[config.mk]
export PLATFORM = sky130hd
export DESIGN_NAME = selective_repeat_receiver_unit
export DESIGN_NICKNAME = d
export VERILOG_FILES = /design/src/rtl/core/srr_pkg.sv /design/src/rtl/core/srr_ctrl.sv /design/src/rtl/core/srr_dpath.sv /design/src/rtl/core/selective_repeat_receiver_unit.sv
export SDC_FILE = /design/constraint.sdc
export NUM_CORES = 1
export LEC_CHECK = 0
export BUFFER_PORTS_ARGS = -buffer_cell sky130_fd_sc_hd__buf_2
export CELL_PAD_IN_SITES_DETAIL_PLACEMENT = 2
export CELL_PAD_IN_SITES_GLOBAL_PLACEMENT = 2
export CORE_MARGIN = 2
export CORE_UTILIZATION = 40
export DETAILED_ROUTE_END_ITERATION = 10
export HOLD_SLACK_MARGIN = 0.12
export MAX_ROUTING_LAYER = met4
export PLACE_DENSITY = 0.71
export SLEW_MARGIN = 0
export SYNTH_ARGS = -nofsm -noshare
export SYNTH_HDL_FRONTEND = slang
export SYNTH_SLANG_ARGS = --single-unit
[constraint.sdc]
create_clock -name clock -period 16.48 [get_ports clock]
set_input_delay 0.824 -clock clock [delete_from_list [all_inputs] [get_ports clock]]
set_output_delay 0.824 -clock clock [all_outputs]
set_load 0.01 [all_outputs]
[src/rtl/core/srr_pkg.sv]
// ----------------------------------------------------------------------------
// srr_pkg
// Shared types and constants of the selective-repeat receiver.
// ----------------------------------------------------------------------------
package srr_pkg;

   // sequence space and payload word
   localparam int SEQ_SPACE    = 16;
   localparam int SEQ_BITS     = $clog2(SEQ_SPACE);
   localparam int PAYLOAD_BITS = 64;
   localparam logic [63:0] PAYLOAD_MASK = {64{1'b1}} >> (64 - PAYLOAD_BITS);

   // configuration registers
   localparam int CFG_BITS  = 5;
   localparam int CSR_IDX_BITS = 2;
   localparam logic [CSR_IDX_BITS-1:0] CSR_SEQ_MODULUS = 2'd0;
   localparam logic [CSR_IDX_BITS-1:0] CSR_WINDOW_SIZE = 2'd1;

   localparam logic [CFG_BITS-1:0] MODULUS_RESET = 5'd8;
   localparam logic [CFG_BITS-1:0] WINDOW_RESET  = 5'd4;
   localparam logic [CFG_BITS-1:0] MODULUS_MIN   = 5'd2;
   localparam logic [CFG_BITS-1:0] MODULUS_MAX   = CFG_BITS'(SEQ_SPACE);
   localparam logic [CFG_BITS-1:0] WINDOW_MIN    = 5'd1;

   typedef enum logic [1:0] {
      ST_IDLE,
      ST_EVAL,
      ST_DELIVER
   } state_type;

   // controller to datapath
   typedef struct packed {
      logic load;
      logic eval;
      logic deliver;
   } cmd_type;

   // datapath to controller
   typedef struct packed {
      logic ok;
      logic in_window;
      logic ack_last;
      logic next_filled;
   } status_type;

endpackage

[src/rtl/core/srr_ctrl.sv]
// ----------------------------------------------------------------------------
// srr_ctrl
// Sequencer: takes an item, evaluates it, then walks the in-order run.
// ----------------------------------------------------------------------------
module srr_ctrl (
   input  logic               clock,
   input  logic               reset,
   input  logic               start,
   output logic               busy,
   input  srr_pkg::status_type status,
   output srr_pkg::cmd_type    cmd
);
   import srr_pkg::*;

   state_type state_ff;
   state_type state_in;

   always_ff @(posedge clock) begin
      if (reset) begin
         state_ff <= ST_IDLE;
      end else begin
         state_ff <= state_in;
      end
   end

   always_comb begin
      state_in    = state_ff;
      cmd         = '0;
      busy        = 1'b1;
      case (state_ff)
         ST_IDLE: begin
            busy = 1'b0;
            if (start) begin
               cmd.load = 1'b1;
               state_in = ST_EVAL;
            end
         end
         ST_EVAL: begin
            cmd.eval = 1'b1;
            if (status.ok && status.in_window && !status.ack_last) begin
               state_in = ST_DELIVER;
            end else begin
               state_in = ST_IDLE;
            end
         end
         ST_DELIVER: begin
            cmd.deliver = 1'b1;
            if (!status.next_filled) begin
               state_in = ST_IDLE;
            end
         end
         default: begin
            state_in = ST_IDLE;
         end
      endcase
   end

endmodule

[src/rtl/core/srr_dpath.sv]
// ----------------------------------------------------------------------------
// srr_dpath
// Window state, slot buffer, configuration registers and result register.
// ----------------------------------------------------------------------------
module srr_dpath (
   input  logic                                 clock,
   input  logic                                 reset,
   input  srr_pkg::cmd_type                     cmd,
   output srr_pkg::status_type                  status,
   input  logic                                 req_checksum_ok,
   input  logic [srr_pkg::SEQ_BITS-1:0]         req_seq_num,
   input  logic [63:0]                          req_payload,
   input  logic                                 csr_write,
   input  logic [srr_pkg::CSR_IDX_BITS-1:0]     csr_index,
   input  logic [srr_pkg::CFG_BITS-1:0]         csr_data,
   output logic                                 rsp_valid,
   output logic                                 rsp_is_delivery,
   output logic [srr_pkg::SEQ_BITS-1:0]         rsp_ack_num,
   output logic [63:0]                          rsp_data_out,
   output logic                                 rsp_last
);
   import srr_pkg::*;

   logic [CFG_BITS-1:0]  modulus_ff;
   logic [CFG_BITS-1:0]  window_ff;
   logic [SEQ_BITS-1:0]  base_ff;
   logic [SEQ_SPACE-1:0] filled_ff;
   logic [63:0]          slot_mem [SEQ_SPACE];

   logic                 ok_ff;
   logic [SEQ_BITS-1:0]  seq_ff;
   logic [63:0]          payload_ff;

   logic                 rsp_valid_ff;
   logic                 rsp_is_delivery_ff;
   logic [SEQ_BITS-1:0]  rsp_ack_num_ff;
   logic [63:0]          rsp_data_out_ff;
   logic                 rsp_last_ff;

   logic [CFG_BITS-1:0]  eff_mod;
   logic [CFG_BITS-1:0]  eff_win;
   logic [CFG_BITS-1:0]  seq_ext;
   logic [CFG_BITS-1:0]  dist_raw;
   logic [CFG_BITS-1:0]  offset;
   logic                 in_window;
   logic [CFG_BITS-1:0]  base_plus;
   logic [SEQ_BITS-1:0]  base_inc;
   logic                 ack_last;
   logic                 cfg_hit;

   always_comb begin
      // clamp the configuration to its working range
      if (modulus_ff < MODULUS_MIN) begin
         eff_mod = MODULUS_MIN;
      end else if (modulus_ff > MODULUS_MAX) begin
         eff_mod = MODULUS_MAX;
      end else begin
         eff_mod = modulus_ff;
      end
      if (window_ff < WINDOW_MIN) begin
         eff_win = WINDOW_MIN;
      end else if (window_ff > eff_mod) begin
         eff_win = eff_mod;
      end else begin
         eff_win = window_ff;
      end

      // distance from base, mod m; base is below m, seq is checked against m
      seq_ext   = CFG_BITS'(seq_ff);
      dist_raw  = seq_ext + eff_mod - CFG_BITS'(base_ff);
      offset    = (dist_raw >= eff_mod) ? dist_raw - eff_mod : dist_raw;
      in_window = (seq_ext < eff_mod) && (offset < eff_win);

      base_plus = CFG_BITS'(base_ff) + CFG_BITS'(1);
      base_inc  = (base_plus == eff_mod) ? '0 : base_plus[SEQ_BITS-1:0];

      // last result is the ACK unless the base slot is filled once this item is stored
      ack_last = !(filled_ff[base_ff] || (seq_ff == base_ff));

      cfg_hit = csr_write &&
                ((csr_index == CSR_SEQ_MODULUS) || (csr_index == CSR_WINDOW_SIZE));
   end

   assign status.ok          = ok_ff;
   assign status.in_window   = in_window;
   assign status.ack_last    = ack_last;
   assign status.next_filled = filled_ff[base_inc];

   // control state
   always_ff @(posedge clock) begin
      if (reset) begin
         modulus_ff <= MODULUS_RESET;
         window_ff  <= WINDOW_RESET;
         base_ff    <= '0;
         filled_ff  <= '0;
      end else if (cfg_hit) begin
         if (csr_index == CSR_SEQ_MODULUS) begin
            modulus_ff <= csr_data;
         end else begin
            window_ff <= csr_data;
         end
         base_ff   <= '0;
         filled_ff <= '0;
      end else if (cmd.eval && ok_ff && in_window) begin
         filled_ff[seq_ff] <= 1'b1;
      end else if (cmd.deliver) begin
         filled_ff[base_ff] <= 1'b0;
         base_ff            <= base_inc;
      end
   end

   // slot buffer
   always_ff @(posedge clock) begin
      if (cmd.eval && ok_ff && in_window) begin
         slot_mem[seq_ff] <= payload_ff;
      end
   end

   // item register
   always_ff @(posedge clock) begin
      if (reset) begin
         ok_ff <= 1'b0;
      end else if (cmd.load) begin
         ok_ff <= req_checksum_ok;
      end
   end

   always_ff @(posedge clock) begin
      if (cmd.load) begin
         seq_ff     <= req_seq_num;
         payload_ff <= req_payload & PAYLOAD_MASK;
      end
   end

   // result register
   always_ff @(posedge clock) begin
      if (reset) begin
         rsp_valid_ff <= 1'b0;
      end else begin
         rsp_valid_ff <= (cmd.eval && ok_ff) || cmd.deliver;
      end
   end

   always_ff @(posedge clock) begin
      if (cmd.eval) begin
         rsp_is_delivery_ff <= 1'b0;
         rsp_ack_num_ff     <= seq_ff;
         rsp_data_out_ff    <= '0;
         rsp_last_ff        <= in_window ? ack_last : 1'b1;
      end else if (cmd.deliver) begin
         rsp_is_delivery_ff <= 1'b1;
         rsp_ack_num_ff     <= '0;
         rsp_data_out_ff    <= slot_mem[base_ff] & PAYLOAD_MASK;
         rsp_last_ff        <= !filled_ff[base_inc];
      end
   end

   assign rsp_valid       = rsp_valid_ff;
   assign rsp_is_delivery = rsp_is_delivery_ff;
   assign rsp_ack_num     = rsp_ack_num_ff;
   assign rsp_data_out    = rsp_data_out_ff;
   assign rsp_last        = rsp_last_ff;

   a_base_in_range: assert property (@(posedge clock) disable iff (reset)
      CFG_BITS'(base_ff) < eff_mod)
      else $error("window base beyond modulus");

   a_deliver_filled: assert property (@(posedge clock) disable iff (reset)
      cmd.deliver |-> filled_ff[base_ff])
      else $error("delivery from an empty slot");

   a_last_then_gap: assert property (@(posedge clock) disable iff (reset)
      rsp_valid && rsp_last |=> !rsp_valid)
      else $error("result right after a last mark");

   a_delivery_follows: assert property (@(posedge clock) disable iff (reset)
      rsp_valid && !rsp_last |=> rsp_valid && rsp_is_delivery)
      else $error("run of results broken");

endmodule

[src/rtl/core/selective_repeat_receiver_unit.sv]
// ----------------------------------------------------------------------------
// selective_repeat_receiver_unit
// Selective-repeat ARQ receiver: acks packets and delivers them in order.
// ----------------------------------------------------------------------------
// An item is taken when start is high and busy is low. A packet with a bad
// checksum produces nothing and holds busy high for one cycle. Any other
// packet yields an ACK, and an in-window packet is followed by one delivery
// per contiguous buffered slot from the window base, one result per cycle.
// The ACK is registered from the evaluate state and each delivery from a
// deliver state; busy stays high through the evaluate and deliver states,
// so the next item is taken only after the last delivery state. Results
// cannot be held off: each is on the rsp_ ports for one cycle with
// rsp_valid high, and rsp_last marks the final one of an item.
// The sequencer walks the slot buffer one entry per cycle, which sets the
// rate. Configuration writes are taken while busy is low and restart the
// window (base to zero, every slot empty).
module selective_repeat_receiver_unit (
   input  logic                             clock,
   input  logic                             reset,
   input  logic                             start,
   output logic                             busy,
   input  logic                             req_checksum_ok,
   input  logic [srr_pkg::SEQ_BITS-1:0]     req_seq_num,
   input  logic [63:0]                      req_payload,
   output logic                             rsp_valid,
   output logic                             rsp_is_delivery,
   output logic [srr_pkg::SEQ_BITS-1:0]     rsp_ack_num,
   output logic [63:0]                      rsp_data_out,
   output logic                             rsp_last,
   input  logic                             csr_valid,
   output logic                             csr_ready,
   input  logic [srr_pkg::CSR_IDX_BITS-1:0] csr_index,
   input  logic [srr_pkg::CFG_BITS-1:0]     csr_data
);
   import srr_pkg::*;

   cmd_type    cmd;
   status_type status;
   logic       busy_int;

   assign busy      = busy_int;
   assign csr_ready = !busy_int;

   srr_ctrl u_ctrl (
      .clock  (clock),
      .reset  (reset),
      .start  (start),
      .busy   (busy_int),
      .status (status),
      .cmd    (cmd)
   );

   srr_dpath u_dpath (
      .clock           (clock),
      .reset           (reset),
      .cmd             (cmd),
      .status          (status),
      .req_checksum_ok (req_checksum_ok),
      .req_seq_num     (req_seq_num),
      .req_payload     (req_payload),
      .csr_write       (csr_valid && !busy_int),
      .csr_index       (csr_index),
      .csr_data        (csr_data),
      .rsp_valid       (rsp_valid),
      .rsp_is_delivery (rsp_is_delivery),
      .rsp_ack_num     (rsp_ack_num),
      .rsp_data_out    (rsp_data_out),
      .rsp_last        (rsp_last)
   );

endmodule

==> impl_metrics.csv <==
group,metric,value,unit
clocking,cts_tree,"built",
grt,use_met1,30.60,%
logic_synthesis,synth_sequential_area_ratio,76.19,%
drt,drt_pass1_iterations,7,
clocking,cts_setup_buffers,0,
logic_synthesis,synth_top_area_share,71.87,%
final_layout,fin_nets,2385,
timing,slew_viol_final,0,
logic_synthesis,yosysMostFrequentCell,"edfxtp_1",
place,postPlaceCellArea,48530,sq um
drt,ant_nets,0,
grt,antenna_found_initial,3,
floorplanning,start_util,40.19,%
timing,maxSlewHeadroom,21.92,%
worst_setup_path,r2r_setup_slack,7.92,ns
timing,final.setup.tns,0,ns
logic_synthesis,yosys.area.top_type,"edfxtp_1",
drt,vias,22820,
final_layout,fill_cells,10140,
worst_hold_path,hp-class,"primary input to register",
place,gp_congestion,0.7652,
grt,grt_pass1_wl,194300,microns
logic_synthesis,synth.avg_cell_area,22.39,sq um
worst_setup_path,startpoint,"u_dpath.seq_ff[2]",
grt,met3_usage,3.423,%
worst_setup_path,crit_fanout,36,
power,pwr_density_cell,124.0,nW/um^2
floorplanning,io-pin-count,153,
logic_synthesis,synthFlopType,"edfxtp_1",
logic_synthesis,synth_warnings,0,
timing,hold_viol_final,0,
clocking,clock-sinks,1196,
worst_setup_path,critPathArrivalTime,8.93,ns
worst_setup_path,slowest_delay,0.88,ns
flow_run,max_cap_violations,0,
worst_setup_path,worstPathRequired,16.85,ns
floorplanning,die_x,342.5,microns
timing,timing.hold.ws,0.2416,ns
logic_synthesis,syn-num-nets,2162,
run_status,outcome,"finished, final reports clean",
drt,vias_per_cell,5.862,
drt,routed_wl,135400,microns
timing,rsz0062_at_grt,"false",
logic_synthesis,synth.area.top_cells,"edfxtp_1 (72%), mux4_2 (16%), dfxtp_1 (4.3%), mux2i_1 (1.8%), ha_1 (0.82%)",
final_layout,area_growth,15.36,%
timing,period_needed,8.564,ns
drt,drc,0,
logic_synthesis,synth.ff_latch_count,1196,
drt,wl_per_cell,34.78,microns
logic_synthesis,syn_inst,2047,
grt,grt-ovfl-total,0,
timing,fin_crit_sh,51.96,%
timing,worst_slew_pin_slew,1.171,ns
clocking,cts_max_path_buffers,3,
final_layout,instances_no_fill,3892,
grt,grt_max_degree,172,
worst_setup_path,path_class,"register to register",
logic_synthesis,ys_types,61,
clocking,cts_root_buffer,"clkbuf_16",
worst_setup_path,start_kind,"register",
worst_setup_path,path_cells,"inv_1 -> fa_1 -> inv_1 -> ha_1 -> a21o_1 -> a21oi_1 -> xnor2_1 -> ha_1 -> nand2_1 -> a21oi_1 -> nand2_1 -> nand2_1 -> mux2_2 -> ha_1 -> nand4_1 -> a2111oi_0 -> nor4_1 -> nand4_4 -> nor4_4 -> buf_4 -> buf_4",
clocking,cts_resized,0,
timing,finalSetupViolations,0,
floorplanning,die_y,342.5,microns
worst_hold_path,hp-start,"req_payload[24]",
grt,gr-max-usage-layer,"met2",
worst_setup_path,critPathCaptureType,"register",
clocking,numCtsBuffers,130,
worst_setup_path,reg2reg_from,"u_dpath.seq_ff[2]",
logic_synthesis,synth_edf_count,1097,
clocking,holdBufCountCts,0,
power,peakVddDrop,0.0001042,V
grt,grt_pass1_vias,25060,
logic_synthesis,async_flop_share,0,%
floorplanning,core,114000,sq um
clocking,clk_latency,0.76,ns
floorplanning,dieArea,117300,sq um
floorplanning,row_count,124,
worst_setup_path,cp_slowest_cell,"edfxtp_1",
timing,fmax,0.1168,GHz
timing,fin_skew,0.03304,ns
power,p_leak,16.59,nW
place,placedCellCount,3650,
place,hpwl,73590,microns
clocking,cts_max_level,4,
clocking,cts.clk_slew.worst_paths,0.06,ns
final_layout,fin_area,52880,sq um
grt,globalRouteMet2Util,41.14,%
grt,grt_usage,24.10,%
place,port_buffers,152,
drt,drt-initial-drc-count,2335,
logic_synthesis,synthTopCellsByCount,"edfxtp_1 (1097), mux4_2 (326), dfxtp_1 (99)",
logic_synthesis,syn-cell-area,45840,sq um
final_layout,drive_above_1_share,32.49,%
==> stage by stage <==
stage          total power, mW  util (%)  worst slack, ns
6_report                 6.556     46.37            7.916
5_1_grt                  6.725     46.37            7.458
4_1_cts                  6.619     46.37            7.899
3_5_place_dp             3.591     42.56            8.092
3_3_place_gp             3.569     42.56            8.677
2_1_floorplan            3.510         -            4.192
==> power breakdown <==
part,internal [mW],leakage [nW],switching (mW)
registers,3.34,10.7,0.0579
clock network,1.75,2.11,1.28
logic,0.0477,3.78,0.0847
total,5.13,16.6,1.43
==> critical path, delay by kind of cell, from the launching register on <==
kind | cells | cell delay (ns)
muxes | 1 | 0.37
AOI/OAI and AO/OA | 4 | 0.75
DFF | 1 | 0.88
buffers and inverters | 4 | 1.87
and+or+nand+nor | 7 | 2.44
adders and majority gates | 4 | 1.57
xor gates and xnor gates | 1 | 0.16
==> cell usage in the layout, fill, tap and decap left out, types with 9 or more instances in the layout <==
master	n
nor2_1	90
a21oi_1	15
buf_4	43
mux4_2	326
inv_6	9
nand2_1	23
clkinv_2	21
o21ai_0	12
o221a_2	16
edfxtp_1	1097
buf_2	152
bufinv_16	14
clkinv_1	23
dfxtp_1	95
clkbuf_16	134
inv_1	22
mux2i_1	81
ha_1	28
clkbuf_1	21
nor3_1	10
==> cell type report <==
type	instances	area [sq um]	share of cell area, %
well taps	1512	1892	3.578
multi-input cells	722	10490	19.84
clock inverters	81	844.6	1.597
flip-flops and latches	1196	34940	66.08
diodes	1	2.502	0.004732
clock buffers	160	3501	6.621
inverters	23	86.33	0.1633
repair buffers	197	1124	2.125
==> registers in the layout, indices dropped and copies added (netlist names), 4 cells and up <==
register and cells:
u_dpath.base_ff 4, u_dpath.modulus_ff 5, u_dpath.seq_ff 4, u_dpath.rsp_ack_num 4, u_dpath.window_ff 5, u_dpath.filled_ff 16, u_dpath.slot_mem 1024, u_dpath.rsp_data_out 64
u_dpath.payload_ff 64
==> worst paths after layout <==
check,endpoint,depth (start not counted)
max,u_dpath.slot_mem[5][31],21
min,u_dpath.payload_ff[24],1
max reg2reg,u_dpath.slot_mem[5][31],21
min reg2reg,u_dpath.rsp_data_out[6],2
==> metal layers <==
| layer | vias to the layer above | part of all wire, % | wire length, microns |
|---|---|---|---|
| met5 | - | 0 | 0 |
| met1 | 12640 | 41 | 55210 |
| met4 | 0 | 1.9 | 2605 |
| met3 | 203 | 4.9 | 6602 |
| li1 | 9039 | - | - |
| met2 | 937 | 52 | 70950 |
==> kinds of logic after synthesis <==
| group | Yosys count | synth area share [%] |
|---|---|---|
| buffers and inverters | 129 | 1.171 |
| AO/OA/AOI/OAI | 75 | 1.256 |
| flip-flops | 1196 | 76.19 |
| AND/OR/NAND/NOR | 188 | 2.167 |
| XOR/XNOR | 12 | 0.2593 |
| multiplexers | 412 | 17.92 |
| adder cells (fa/ha/maj) | 35 | 1.037 |
No activity file was read; power rests on OpenSTA's default activity.
